<file path="src/rtl/tse_pkg.sv">
// ----------------------------------------------------------------------------
// tse_pkg
// Shared types and constants of the fixed-point exp series evaluator.
// ----------------------------------------------------------------------------
package tse_pkg;

  localparam int ARG_W         = 20;  // x_value, signed
  localparam int RES_W         = 36;  // exp_value, signed Q12.24
  localparam int SUM_FRAC_BITS = 24;
  localparam int TERM_W        = 39;  // term magnitude, up to the cap
  localparam int RECIP_W       = 25;  // unsigned Q.24 reciprocal
  localparam int MUL_A_W       = 20;  // one slice of a term operand
  localparam int MUL_B_W       = 25;
  localparam int PROD_W        = MUL_A_W + MUL_B_W;
  localparam int ACC_W         = 64;
  localparam int SUM_W         = 45;  // holds 1.0 plus 63 capped terms

  localparam int TC_W  = 5;
  localparam int THR_W = 24;
  localparam int CFG_IDX_W  = 2;
  localparam int CFG_DATA_W = 24;

  localparam logic [CFG_IDX_W-1:0] REG_TERM_COUNT     = 2'd0;
  localparam logic [CFG_IDX_W-1:0] REG_STOP_THRESHOLD = 2'd1;
  localparam logic [CFG_IDX_W-1:0] REG_EARLY_STOP_ON  = 2'd2;

  localparam logic [TERM_W-1:0] TERM_CAP = TERM_W'(64'd1 << 38);
  localparam logic [TERM_W-1:0] TERM_ONE = TERM_W'(64'd1 << SUM_FRAC_BITS);
  localparam logic signed [SUM_W-1:0] OUT_MAX = SUM_W'((64'd1 << (RES_W - 1)) - 64'd1);
  localparam logic signed [SUM_W-1:0] OUT_MIN = ~OUT_MAX;

  typedef enum logic [3:0] {
    S_IDLE,
    S_M1L,
    S_M1H,
    S_P,
    S_M2L,
    S_M2H,
    S_T,
    S_ADD,
    S_FIN
  } state_t;

  typedef enum logic [3:0] {
    OP_NONE,
    OP_LOAD,
    OP_M1L,
    OP_M1H,
    OP_P,
    OP_M2L,
    OP_M2H,
    OP_T,
    OP_ADD,
    OP_FIN
  } op_t;

  typedef struct packed {
    op_t op;
  } dp_cmd_t;

  typedef struct packed {
    logic stop_hit;
  } dp_status_t;

endpackage

</file>
<file path="src/rtl/tse_datapath.sv">
// ----------------------------------------------------------------------------
// tse_datapath
// Term and sum registers, shared 20x25 multiplier, reciprocal table,
// clamping and the result register.
// ----------------------------------------------------------------------------
module tse_datapath
  import tse_pkg::*;
#(
  parameter int MAX_TERMS     = 32,
  parameter int ARG_FRAC_BITS = 16,
  parameter int IDX_W         = $clog2(MAX_TERMS)
) (
  input  logic                    clk,
  input  logic signed [ARG_W-1:0] x_value,
  input  logic [THR_W-1:0]        stop_threshold,
  input  logic                    early_stop_on,
  input  dp_cmd_t                 cmd,
  input  logic [IDX_W-1:0]        idx,
  output dp_status_t              status,
  output logic signed [RES_W-1:0] exp_value,
  output logic                    saturated
);

  localparam logic [ACC_W-1:0] RND_ARG  = ACC_W'(64'd1 << (ARG_FRAC_BITS - 1));
  localparam logic [ACC_W-1:0] RND_TERM = ACC_W'(64'd1 << (SUM_FRAC_BITS - 1));

  logic [RECIP_W-1:0] recip_rom [MAX_TERMS];

  for (genvar g = 0; g < MAX_TERMS; g++) begin : g_recip
    localparam int unsigned Div = (g == 0) ? 1 : g;
    localparam logic [RECIP_W-1:0] Word = (g == 0) ? '0 :
      RECIP_W'((((64'd1 << (SUM_FRAC_BITS + 1)) / Div) + 64'd1) >> 1);
    assign recip_rom[g] = Word;
  end

  logic [ARG_W-1:0]      xmag;
  logic                  xneg;
  logic [TERM_W-1:0]     tmag;
  logic                  tneg;
  logic [TERM_W-1:0]     pval;
  logic [ACC_W-1:0]      acc;
  logic signed [SUM_W-1:0] sum;
  logic                  sat;

  logic [MUL_A_W-1:0] mul_a;
  logic [MUL_B_W-1:0] mul_b;
  logic [PROD_W-1:0]  prod;
  logic [ACC_W-1:0]   shifted;
  logic               over;
  logic [TERM_W-1:0]  clamped;
  logic signed [SUM_W-1:0] tsigned;

  // operand select for the shared multiplier, low slice then high slice
  always_comb begin
    mul_a = '0;
    mul_b = '0;
    case (cmd.op)
      OP_M1L: begin
        mul_a = tmag[MUL_A_W-1:0];
        mul_b = MUL_B_W'(xmag);
      end
      OP_M1H: begin
        mul_a = MUL_A_W'(tmag[TERM_W-1:MUL_A_W]);
        mul_b = MUL_B_W'(xmag);
      end
      OP_M2L: begin
        mul_a = pval[MUL_A_W-1:0];
        mul_b = recip_rom[idx];
      end
      OP_M2H: begin
        mul_a = MUL_A_W'(pval[TERM_W-1:MUL_A_W]);
        mul_b = recip_rom[idx];
      end
      default: ;
    endcase
  end

  assign prod = PROD_W'(mul_a) * PROD_W'(mul_b);

  assign shifted = (cmd.op == OP_P) ? (acc >> ARG_FRAC_BITS) : (acc >> SUM_FRAC_BITS);
  assign over    = shifted > ACC_W'(TERM_CAP);
  assign clamped = over ? TERM_CAP : shifted[TERM_W-1:0];
  assign tsigned = $signed(SUM_W'(tmag));

  assign status.stop_hit = early_stop_on && (tmag <= TERM_W'(stop_threshold));

  always_ff @(posedge clk) begin
    unique case (cmd.op)
      OP_LOAD: begin
        xneg <= x_value[ARG_W-1];
        xmag <= x_value[ARG_W-1] ? (~x_value + ARG_W'(1)) : x_value;
        tmag <= TERM_ONE;
        tneg <= 1'b0;
        sum  <= $signed(SUM_W'(TERM_ONE));
        sat  <= 1'b0;
      end
      OP_M1L: acc <= ACC_W'(prod) + RND_ARG;
      OP_M1H: acc <= acc + (ACC_W'(prod) << MUL_A_W);
      OP_P: begin
        pval <= clamped;
        if (over) begin
          sat <= 1'b1;
        end
      end
      OP_M2L: acc <= ACC_W'(prod) + RND_TERM;
      OP_M2H: acc <= acc + (ACC_W'(prod) << MUL_A_W);
      OP_T: begin
        tmag <= clamped;
        tneg <= tneg ^ xneg;
        if (over) begin
          sat <= 1'b1;
        end
      end
      OP_ADD: sum <= tneg ? (sum - tsigned) : (sum + tsigned);
      OP_FIN: begin
        if (sum > OUT_MAX) begin
          exp_value <= OUT_MAX[RES_W-1:0];
          saturated <= 1'b1;
        end else if (sum < OUT_MIN) begin
          exp_value <= OUT_MIN[RES_W-1:0];
          saturated <= 1'b1;
        end else begin
          exp_value <= sum[RES_W-1:0];
          saturated <= sat;
        end
      end
      default: ;
    endcase
  end

endmodule

</file>
<file path="src/rtl/tse_ctrl.sv">
// ----------------------------------------------------------------------------
// tse_ctrl
// Sequencer: steps each term through two split multiplies, clamp and
// accumulate, counts terms and hands the result to the output register.
// ----------------------------------------------------------------------------
module tse_ctrl
  import tse_pkg::*;
#(
  parameter int MAX_TERMS = 32,
  parameter int IDX_W     = $clog2(MAX_TERMS)
) (
  input  logic             clk,
  input  logic             rst,
  input  logic             arg_valid,
  output logic             arg_stall,
  output logic             res_valid,
  input  logic             res_stall,
  input  logic [TC_W-1:0]  term_count,
  output dp_cmd_t          cmd,
  output logic [IDX_W-1:0] idx,
  input  dp_status_t       status
);

  localparam int NW = (IDX_W > TC_W) ? IDX_W : TC_W;
  localparam logic [NW-1:0] LIMIT = NW'(MAX_TERMS - 1);

  state_t           state, state_next;
  logic [IDX_W-1:0] idx_next;
  logic             res_valid_next;
  logic [NW-1:0]    n_full;
  logic [IDX_W-1:0] n_terms;

  assign n_full  = NW'(term_count);
  assign n_terms = (n_full > LIMIT) ? LIMIT[IDX_W-1:0] : n_full[IDX_W-1:0];

  assign arg_stall = (state != S_IDLE);

  always_ff @(posedge clk) begin
    if (rst) begin
      state     <= S_IDLE;
      idx       <= '0;
      res_valid <= 1'b0;
    end else begin
      state     <= state_next;
      idx       <= idx_next;
      res_valid <= res_valid_next;
    end
  end

  always_comb begin
    state_next     = state;
    idx_next       = idx;
    res_valid_next = res_valid && res_stall;
    cmd.op         = OP_NONE;
    unique case (state)
      S_IDLE: begin
        if (arg_valid) begin
          cmd.op     = OP_LOAD;
          idx_next   = IDX_W'(1);
          state_next = (n_terms == '0) ? S_FIN : S_M1L;
        end
      end
      S_M1L: begin
        cmd.op     = OP_M1L;
        state_next = S_M1H;
      end
      S_M1H: begin
        cmd.op     = OP_M1H;
        state_next = S_P;
      end
      S_P: begin
        cmd.op     = OP_P;
        state_next = S_M2L;
      end
      S_M2L: begin
        cmd.op     = OP_M2L;
        state_next = S_M2H;
      end
      S_M2H: begin
        cmd.op     = OP_M2H;
        state_next = S_T;
      end
      S_T: begin
        cmd.op     = OP_T;
        state_next = S_ADD;
      end
      S_ADD: begin
        cmd.op = OP_ADD;
        // stop test uses the fresh term magnitude
        if (status.stop_hit || (idx == n_terms)) begin
          state_next = S_FIN;
        end else begin
          idx_next   = idx + IDX_W'(1);
          state_next = S_M1L;
        end
      end
      S_FIN: begin
        // wait until the output register is free
        if (!res_valid || !res_stall) begin
          cmd.op         = OP_FIN;
          res_valid_next = 1'b1;
          state_next     = S_IDLE;
        end
      end
      default: state_next = S_IDLE;
    endcase
  end

endmodule

</file>
<file path="src/rtl/taylor_exp_evaluator.sv">
// ----------------------------------------------------------------------------
// taylor_exp_evaluator
// exp(x) as a truncated Taylor series in fixed point, saturating output.
// ----------------------------------------------------------------------------
// One item at a time. An item with n summed terms (n = term_count limited to
// MAX_TERMS-1, or fewer when the early stop fires) has its result registered
// in a final step after its last term, and no new item is accepted until that
// step is done. Each term runs two 39-bit by 20/25-bit multiplies as two
// slices each on one shared 20x25 multiplier, plus a clamp step after each
// multiply and one accumulate step. The reset term_count is 11. The result
// sits in an output register, so the next item is taken while it waits.
module taylor_exp_evaluator
  import tse_pkg::*;
#(
  parameter int MAX_TERMS     = 32,
  parameter int ARG_FRAC_BITS = 16
) (
  input  logic                    clk,
  input  logic                    rst,
  input  logic                    arg_valid,
  output logic                    arg_stall,
  input  logic signed [ARG_W-1:0] x_value,
  output logic                    res_valid,
  input  logic                    res_stall,
  output logic signed [RES_W-1:0] exp_value,
  output logic                    saturated,
  input  logic                    cfg_valid,
  output logic                    cfg_ready,
  input  logic [CFG_IDX_W-1:0]    cfg_index,
  input  logic [CFG_DATA_W-1:0]   cfg_data
);

  localparam int IDX_W = $clog2(MAX_TERMS);

  logic [TC_W-1:0]  term_count;
  logic [THR_W-1:0] stop_threshold;
  logic             early_stop_on;

  dp_cmd_t          cmd;
  dp_status_t       status;
  logic [IDX_W-1:0] idx;

  assign cfg_ready = 1'b1;

  always_ff @(posedge clk) begin
    if (rst) begin
      term_count     <= TC_W'(11);
      stop_threshold <= THR_W'(17);
      early_stop_on  <= 1'b0;
    end else if (cfg_valid && cfg_ready) begin
      unique case (cfg_index)
        REG_TERM_COUNT:     term_count     <= cfg_data[TC_W-1:0];
        REG_STOP_THRESHOLD: stop_threshold <= cfg_data[THR_W-1:0];
        REG_EARLY_STOP_ON:  early_stop_on  <= cfg_data[0];
        default: ;
      endcase
    end
  end

  tse_ctrl #(
    .MAX_TERMS(MAX_TERMS),
    .IDX_W    (IDX_W)
  ) u_ctrl (
    .clk       (clk),
    .rst       (rst),
    .arg_valid (arg_valid),
    .arg_stall (arg_stall),
    .res_valid (res_valid),
    .res_stall (res_stall),
    .term_count(term_count),
    .cmd       (cmd),
    .idx       (idx),
    .status    (status)
  );

  tse_datapath #(
    .MAX_TERMS    (MAX_TERMS),
    .ARG_FRAC_BITS(ARG_FRAC_BITS),
    .IDX_W        (IDX_W)
  ) u_datapath (
    .clk           (clk),
    .x_value       (x_value),
    .stop_threshold(stop_threshold),
    .early_stop_on (early_stop_on),
    .cmd           (cmd),
    .idx           (idx),
    .status        (status),
    .exp_value     (exp_value),
    .saturated     (saturated)
  );

`ifndef SYNTH
  // an accepted item keeps the block busy in the next cycle
  a_busy_after_accept: assert property (@(posedge clk) disable iff (rst)
    (arg_valid && !arg_stall) |=> arg_stall)
    else $error("block not busy after accepting an item");

  // a new result only appears at the end of work on an item
  a_result_from_item: assert property (@(posedge clk) disable iff (rst)
    $rose(res_valid) |-> $past(arg_stall))
    else $error("result appeared without an item in flight");

  // a stalled result is never overwritten by the next finished item
  a_no_overwrite: assert property (@(posedge clk) disable iff (rst)
    (res_valid && res_stall) |=> (res_valid && $stable(exp_value)
                                  && $stable(saturated)))
    else $error("waiting result was overwritten");
`endif

endmodule
</file>
<file path="config.mk">
export PLATFORM = sky130hd
export DESIGN_NAME = taylor_exp_evaluator
export DESIGN_NICKNAME = d
export VERILOG_FILES = /design/src/rtl/tse_pkg.sv /design/src/rtl/tse_datapath.sv /design/src/rtl/tse_ctrl.sv /design/src/rtl/taylor_exp_evaluator.sv
export SDC_FILE = /design/constraint.sdc
export NUM_CORES = 2
export LEC_CHECK = 0
export BUFFER_PORTS_ARGS = -buffer_cell sky130_fd_sc_hd__buf_2
export CAP_MARGIN = 20
export CORE_MARGIN = 2
export CORE_UTILIZATION = 50
export CTS_CLUSTER_SIZE = 28
export DETAILED_ROUTE_END_ITERATION = 8
export PLACE_DENSITY = 0.66
export SYNTH_ARGS = -nofsm -noshare
export SYNTH_HDL_FRONTEND = slang
export SYNTH_SLANG_ARGS = --single-unit
</file>
<file path="constraint.sdc">
create_clock -name clk -period 15.1 [get_ports clk]
set_clock_uncertainty 0.15 [all_clocks]
set_input_delay 2.265 -clock clk [delete_from_list [all_inputs] [get_ports clk]]
set_output_delay 2.265 -clock clk [all_outputs]
set_load 0.01 [all_outputs]
</file>
-- Yosys cells after proc, flatten, opt, wreduce, memory -nomap -nowiden
Memory sizes are Yosys's and may differ from the RTL's.
Cells that the tools add are included.
- flip-flop bits (word level): 287
- latch bits: 0
- RAM bits: 0
- ROM bits: 800
- bits of input ports: 51
- output and inout bits: 40
- memories: 1
- add/sub/neg operators: 7
- multipliers: 1
- div/mod/pow operators: 0
- magnitude comparators: 6
- eq/ne operators: 24
- shifts and indexed selects: 0
- mux-type cells: 29
- bitwise operators: 3
- reductions and logical operators: 26
- memories (memory ; depth ; bits a word ; read ports ; clocked after memory_dff ; write ports ; line ; RTL):
    (no name shown) ; 32 ; 25 ; 1 ; 0 ; 0 ; tse_datapath.sv:68 ; mul_b = recip_rom[idx];
- operators by type and width (operator ; count):
    $pmux 64 s3 ; 1
    $pmux 45 s2 ; 1
    $pmux 20 s4 ; 1
    $pmux 39 s2 ; 1
    $pmux 4 s9 ; 2
    $add 64x64->64 ; 1
    $gt 64x39->1 const B ; 1
    $mux 25 ; 2
    $pmux 25 s2 ; 1
    $mux 48 ; 1
    $add 45x16->46 const B ; 1
    $add 45x24->46 const B ; 1
    $add 45x40->45 ; 1
    $gt 45x36->1 const B ; 1
    $lt 45x36->1 const B ; 1
    $mul 20x25->45 ; 1
    $mux 45 ; 1
    $sub 45x40->45 ; 1
    $le 39x24->1 ; 1
    $mux 39 ; 1
    $mux 36 ; 1
    $eq 4x3->1 const B ; 8
    $add 20x2->20 const B ; 1
    $mux 4 ; 5
    other kinds (31) ; 59

-- Depth between registers and ports, before layout
- word-level depth: 10
- mapped depth: 47
- gate-level depth less buffers: 44

-- By module
Synthesis repeated with hierarchy kept, for this count alone.
- cell total of the unflattened synthesis: 4114
- area total of the unflattened synthesis: 36338.6 um^2
- modules (own cells, without submodules) (module ; times used ; cells each ; area an instance (um^2)):
    tse_datapath ; 1 ; 3903 ; 34364.2
    taylor_exp_evaluator ; 1 ; 133 ; 1343.8
    tse_ctrl ; 1 ; 78 ; 630.6

-- Worst setup path after synthesis
No wires, ideal clock.
- kind: register -> register
- start: reg u_ctrl.state[1]
- end: reg u_datapath.acc[63], data pin
- arrival: 10.557 ns
- slack: 4.127 ns
- stages on the path, launching flop included: 39
- clock period less this slack: 10.973 ns
- path through: dfxtp_1 -> clkbuf_1 -> nand2b_1 -> and2_1 -> nor3_1 -> nand2b_1 -> a32o_1 -> clkbuf_1 -> nand2_1 -> fa_1 -> inv_1 -> fa_1 -> inv_1 -> fa_1 -> inv_1 -> fa_1 -> fa_1 -> fa_1 -> [... 3 more ...] -> ha_1 -> buf_2 -> a21oi_1 -> o21ai_1 -> or3_1 -> o21ai_1 -> xnor2_4 -> ha_1 -> and3_1 -> a31oi_1 -> nand2_1 -> a2111oi_0 -> a211oi_1 -> o31ai_1 -> a21oi_1 -> o31ai_1 -> xnor2_1 -> nor2_1
- cells in the longest elaborated chain, start to end: 8
- elaborated cells on any way between the ends: 22
- classes of those cells: add/sub (1); mul (1); eq/ne (12); mux (4); reduce/logical (4)
- ends and longest elaborated chain (item ; line ; RTL):
    start, declared ; tse_ctrl.sv:27 ; state_t state, state_next;
    start signal, assigned ; tse_ctrl.sv:44 ; state <= state_next;
    $eq 4x4->1 (tied with other cells) ; tse_ctrl.sv:55 ; unique case (state)
    $pmux 4 s9 (*) ; tse_ctrl.sv:55 ;
    $eq 4x3->1 / $eq 4x2->1 (equally long branches) ; tse_datapath.sv:57, tse_datapath.sv:88 ;
    $reduce_or 2->1 (no source line) ; - ;
    $pmux 25 s2 ; tse_datapath.sv:57 ; case (cmd.op)
    $mul 20x25->45 ; tse_datapath.sv:78 ; assign prod = PROD_W'(mul_a) * PROD_W'(mul_b);
    $add 64x64->64 ; tse_datapath.sv:98, tse_datapath.sv:106 ;
    $pmux 64 s3 (*) ; tse_datapath.sv:88 ; unique case (cmd.op)
    end signal, assigned ; tse_datapath.sv:97 ; OP_M1L: acc <= ACC_W'(prod) + RND_ARG;
    end signal, assigned ; tse_datapath.sv:98 ; OP_M1H: acc <= acc + (ACC_W'(prod) << MUL_A_W);
    end signal, assigned ; tse_datapath.sv:106 ; OP_M2H: acc <= acc + (ACC_W'(prod) << MUL_A_W);
    end, declared ; tse_datapath.sv:41 ; logic [ACC_W-1:0] acc;
Mark *: on every way between the ends. The rest lies on a longest branch, timed or not.
A chain may end at the register's enable or synchronous reset.

-- Worst setup path in the final report
- start: reg u_ctrl.idx[0]
- end: reg u_datapath.acc[63], data pin
- cells in the longest elaborated chain, start to end: 8
- ends and longest elaborated chain (item ; line ; RTL):
    start, declared ; tse_ctrl.sv:20 ; output logic [IDX_W-1:0] idx,
    start signal, assigned ; tse_ctrl.sv:45 ; idx <= idx_next;
    $not 5->6 (implied by the code) ; tse_datapath.sv:68, tse_datapath.sv:72 ;
    $mem_v2 32x25 ; - ;
    $mux 25 (implied by the code) (2 in a row) ; tse_datapath.sv:72 ; mul_b = recip_rom[idx];
    $pmux 25 s2 ; tse_datapath.sv:57 ;
    $mul 20x25->45 ; tse_datapath.sv:78 ;
    $add 64x64->64 ; tse_datapath.sv:98, tse_datapath.sv:106 ;
    $pmux 64 s3 ; tse_datapath.sv:88 ;
No other way between the ends. The select of a mux whose other input is x is not followed.

==> impl_metrics.ini <==
[power]
max-vdd-ir-drop_mv = 0.0942
seq_power_share_pct = 29.2
swShare_pct = 43.5
power.leakage_nw = 17.9
clkPwrFrac_pct = 22.7
comb_power_share_pct = 48.2
p_switching_mw = 1.48
power_density_nw_per_um2 = 88.6
p_int_mw = 1.92

[logic_synthesis]
syn_area_sq_um = 36000
yosys.area_share.simple_pct = 17.9
async_reset_ff_share_pct = 0
yosys.area.top_type = fa_1
synthCells = 4140
synth_most_common_cell = inv_1
syn_avg_cell_area_sq_um = 8.70
ys_ff_latch = 271
yosys-top-cells-area = fa_1 23%, edfxtp_1 19%, ha_1 9.7%
synth_compound_area_share_pct = 14.3
synth_top_area_share_pct = 22.9
synth_fa_ha_area_share_pct = 32.6
yosysSeqAreaShare_pct = 21.5
synth_xor_area_share_pct = 4.03
yosysWarnings = 0
synth.net_count = 4882
synth_top_family_by_area = adder cells
synth_cell_types = 101
synthFlopType = edfxtp_1
muxShareOfSynthArea_pct = 1.53
synth_enable_flop_cells = 231
synth_top_cells_by_count = 583 x inv_1, 574 x nand2_1, 419 x nor2_1, 412 x fa_1, 279 x ha_1

[clock_network]
path_clk_slew_ps = 60
cts_resized = 0
cts-root-buf = clkbuf_16
postCtsSetupBuffers = 0
cts_tree = built
cts_sinks = 271
cts_made_buffers = 31
ctsHoldBuffers = 0
clockBufferDepth = 3
cts_max_level = 1
insertion_delay_ps = 610

[die]
chipWidth_um = 272
die_h_um = 272
core.rowCount = 98
die-area_sq_um = 74200
start_util_pct = 50.4
boundaryPins = 91
core_area_sq_um = 71400

[grt]
grt_pass1_wl_um = 174000
track_usage_pct = 30.4
grt_pass1_vias = 28991
grt_max_degree = 50
grt_overflow = 0
antenna_found_initial = 0

[worst_setup_path]
worstPathMaxFanout = 17
cp_slowest_cell = dfxtp_1
worstSetupPathType = flip-flop to flip-flop
worstPathRequired_ps = 15270
startpoint = u_ctrl.idx[0]
crit_path_start_kind = flip-flop
worstSetupEndpointType = flip-flop
cp_top_family = adder cells
critPathMaxStageDelay_ps = 730
path_buf_inv = 8
r2r-start = u_ctrl.idx[0]
arrival_ps = 12660

[timing]
fmax_mhz = 80.1
period_share_pct = 82.7
drv_slew = 0
worst_slack_ps = 2610
finalSetupViolations = 0
worst_pin_slew_ps = 1240
tns_ps = 0
rsz0062_at_grt = no
hold_viol_final = 0
slew_headroom_pct = 17.2
period_minus_slack_ps = 12490

[placement]
dpl.hpwl_um = 87100
finalWeightedCongestion = 0.989
io_buffers = 89
dp_slack_ps = 2840

[layout]
final_nets = 4871
area.growth.synth_to_final_pct = 6.80
drive_above_1_share_pct = 6.14
antennaDiodeCount = 0

[run_status]
run_status = finished, final reports clean

[job]
cap_violations = 0

[route]
first_iter_violations = 3236
wl_um = 112000
drc = 0
wire_per_inst_um = 22.0
post_drt_via_cell_ratio = 5.88
vias = 30030
antenna_left = 0
drtPass1Iterations = 5

[worst_hold_path]
hp-class = flip-flop to flip-flop
worstHoldStart = stop_threshold[9]
stage by stage:
step                      instance area [sq um]  hold slack [ps]  instances  util [%]  total power, mW
after floorplan                           36000              286       4140         -             2.12
after global placement                    37400              294       5045      52.4             2.59
after detailed placement                  37400              301       5045      52.4             2.59
after CTS                                 38400              310       5103      53.8             3.38
after global routing                      38500              335       5104      53.9             3.61
final                                     38500              311       5104      53.9             3.41
routing by layer:
metal,GRT usage [%],vias up,share of wire [%]
met5,0,-,0
met4,7.97,0,3.3
met3,5.96,193,10
met2,45.5,1333,43
met1,45.1,14734,44
li1,-,13770,-
worst paths after layout:
kind / to / slack [ps] / cells past startpoint
max reg2reg: u_datapath.acc[63] / 2610 / 41
max: u_datapath.acc[63] / 2610 / 41
min: stop_threshold[9] / 310 / 2
min reg2reg: stop_threshold[9] / 310 / 2
power groups by stage:
stage	logic, mW	clock network, mW	registers, mW
after global placement	1.58	0	1.00
after floorplan	1.16	0	0.956
after detailed placement	1.59	0	1.00
after global routing	1.80	0.813	0.996
after CTS	1.60	0.786	0.990
final	1.64	0.772	0.993
cells by family after synthesis:
family          count (synthesis)
compound gates                768
xor+xnor                      161
fa+ha+maj                     691
buf+inv                       769
flops                         271
mux                            55
other cells                     1
simple gates                 1424
tightest hold or removal path, stage by stage (launching register included):
cell     delay (ps)
dfxtp_1         310
nand2_1          50
a21oi_1          50
area by class of cell:
type,count,area (sq um)
inverter,583,2190
clock buffer,37,798
sequential,271,7740
multi-input combinational,3100,25400
fill,6669,32900
timing repair buffer,142,863
tap,950,1190
clock inverter,21,230
sequential cells by signal, summed over array words and instances (netlist names), 4 cells and up:
name                  count
stop_threshold           24
term_count                5
u_ctrl.idx                5
u_ctrl.state              4
u_datapath.acc           48
u_datapath.exp_value     36
u_datapath.pval          39
u_datapath.sum           45
u_datapath.tmag          39
u_datapath.xmag          20
cell usage in the layout, fill, tap and decap left out, drive strengths merged, types with 20 or more instances in the layout:
| cell type | instances |
|---|---|
| a31oi | 32 |
| xor2 | 44 |
| nand4 | 37 |
| nor2b | 20 |
| inv | 587 |
| ha | 279 |
| a22oi | 48 |
| buf | 142 |
| xnor2 | 117 |
| o21ai | 123 |
| mux2i | 54 |
| dfxtp | 40 |
| nor3 | 59 |
| edfxtp | 231 |
| nand2 | 576 |
| fa | 412 |
| a21o | 91 |
| and2 | 74 |
| o21a | 66 |
| clkbuf | 37 |
| nor2 | 420 |
| nor4 | 27 |
| or3 | 24 |
| a21oi | 219 |
| and3 | 27 |
| nand3 | 65 |
| nand2b | 41 |
Note: power is estimated with default switching activity, not from simulation.
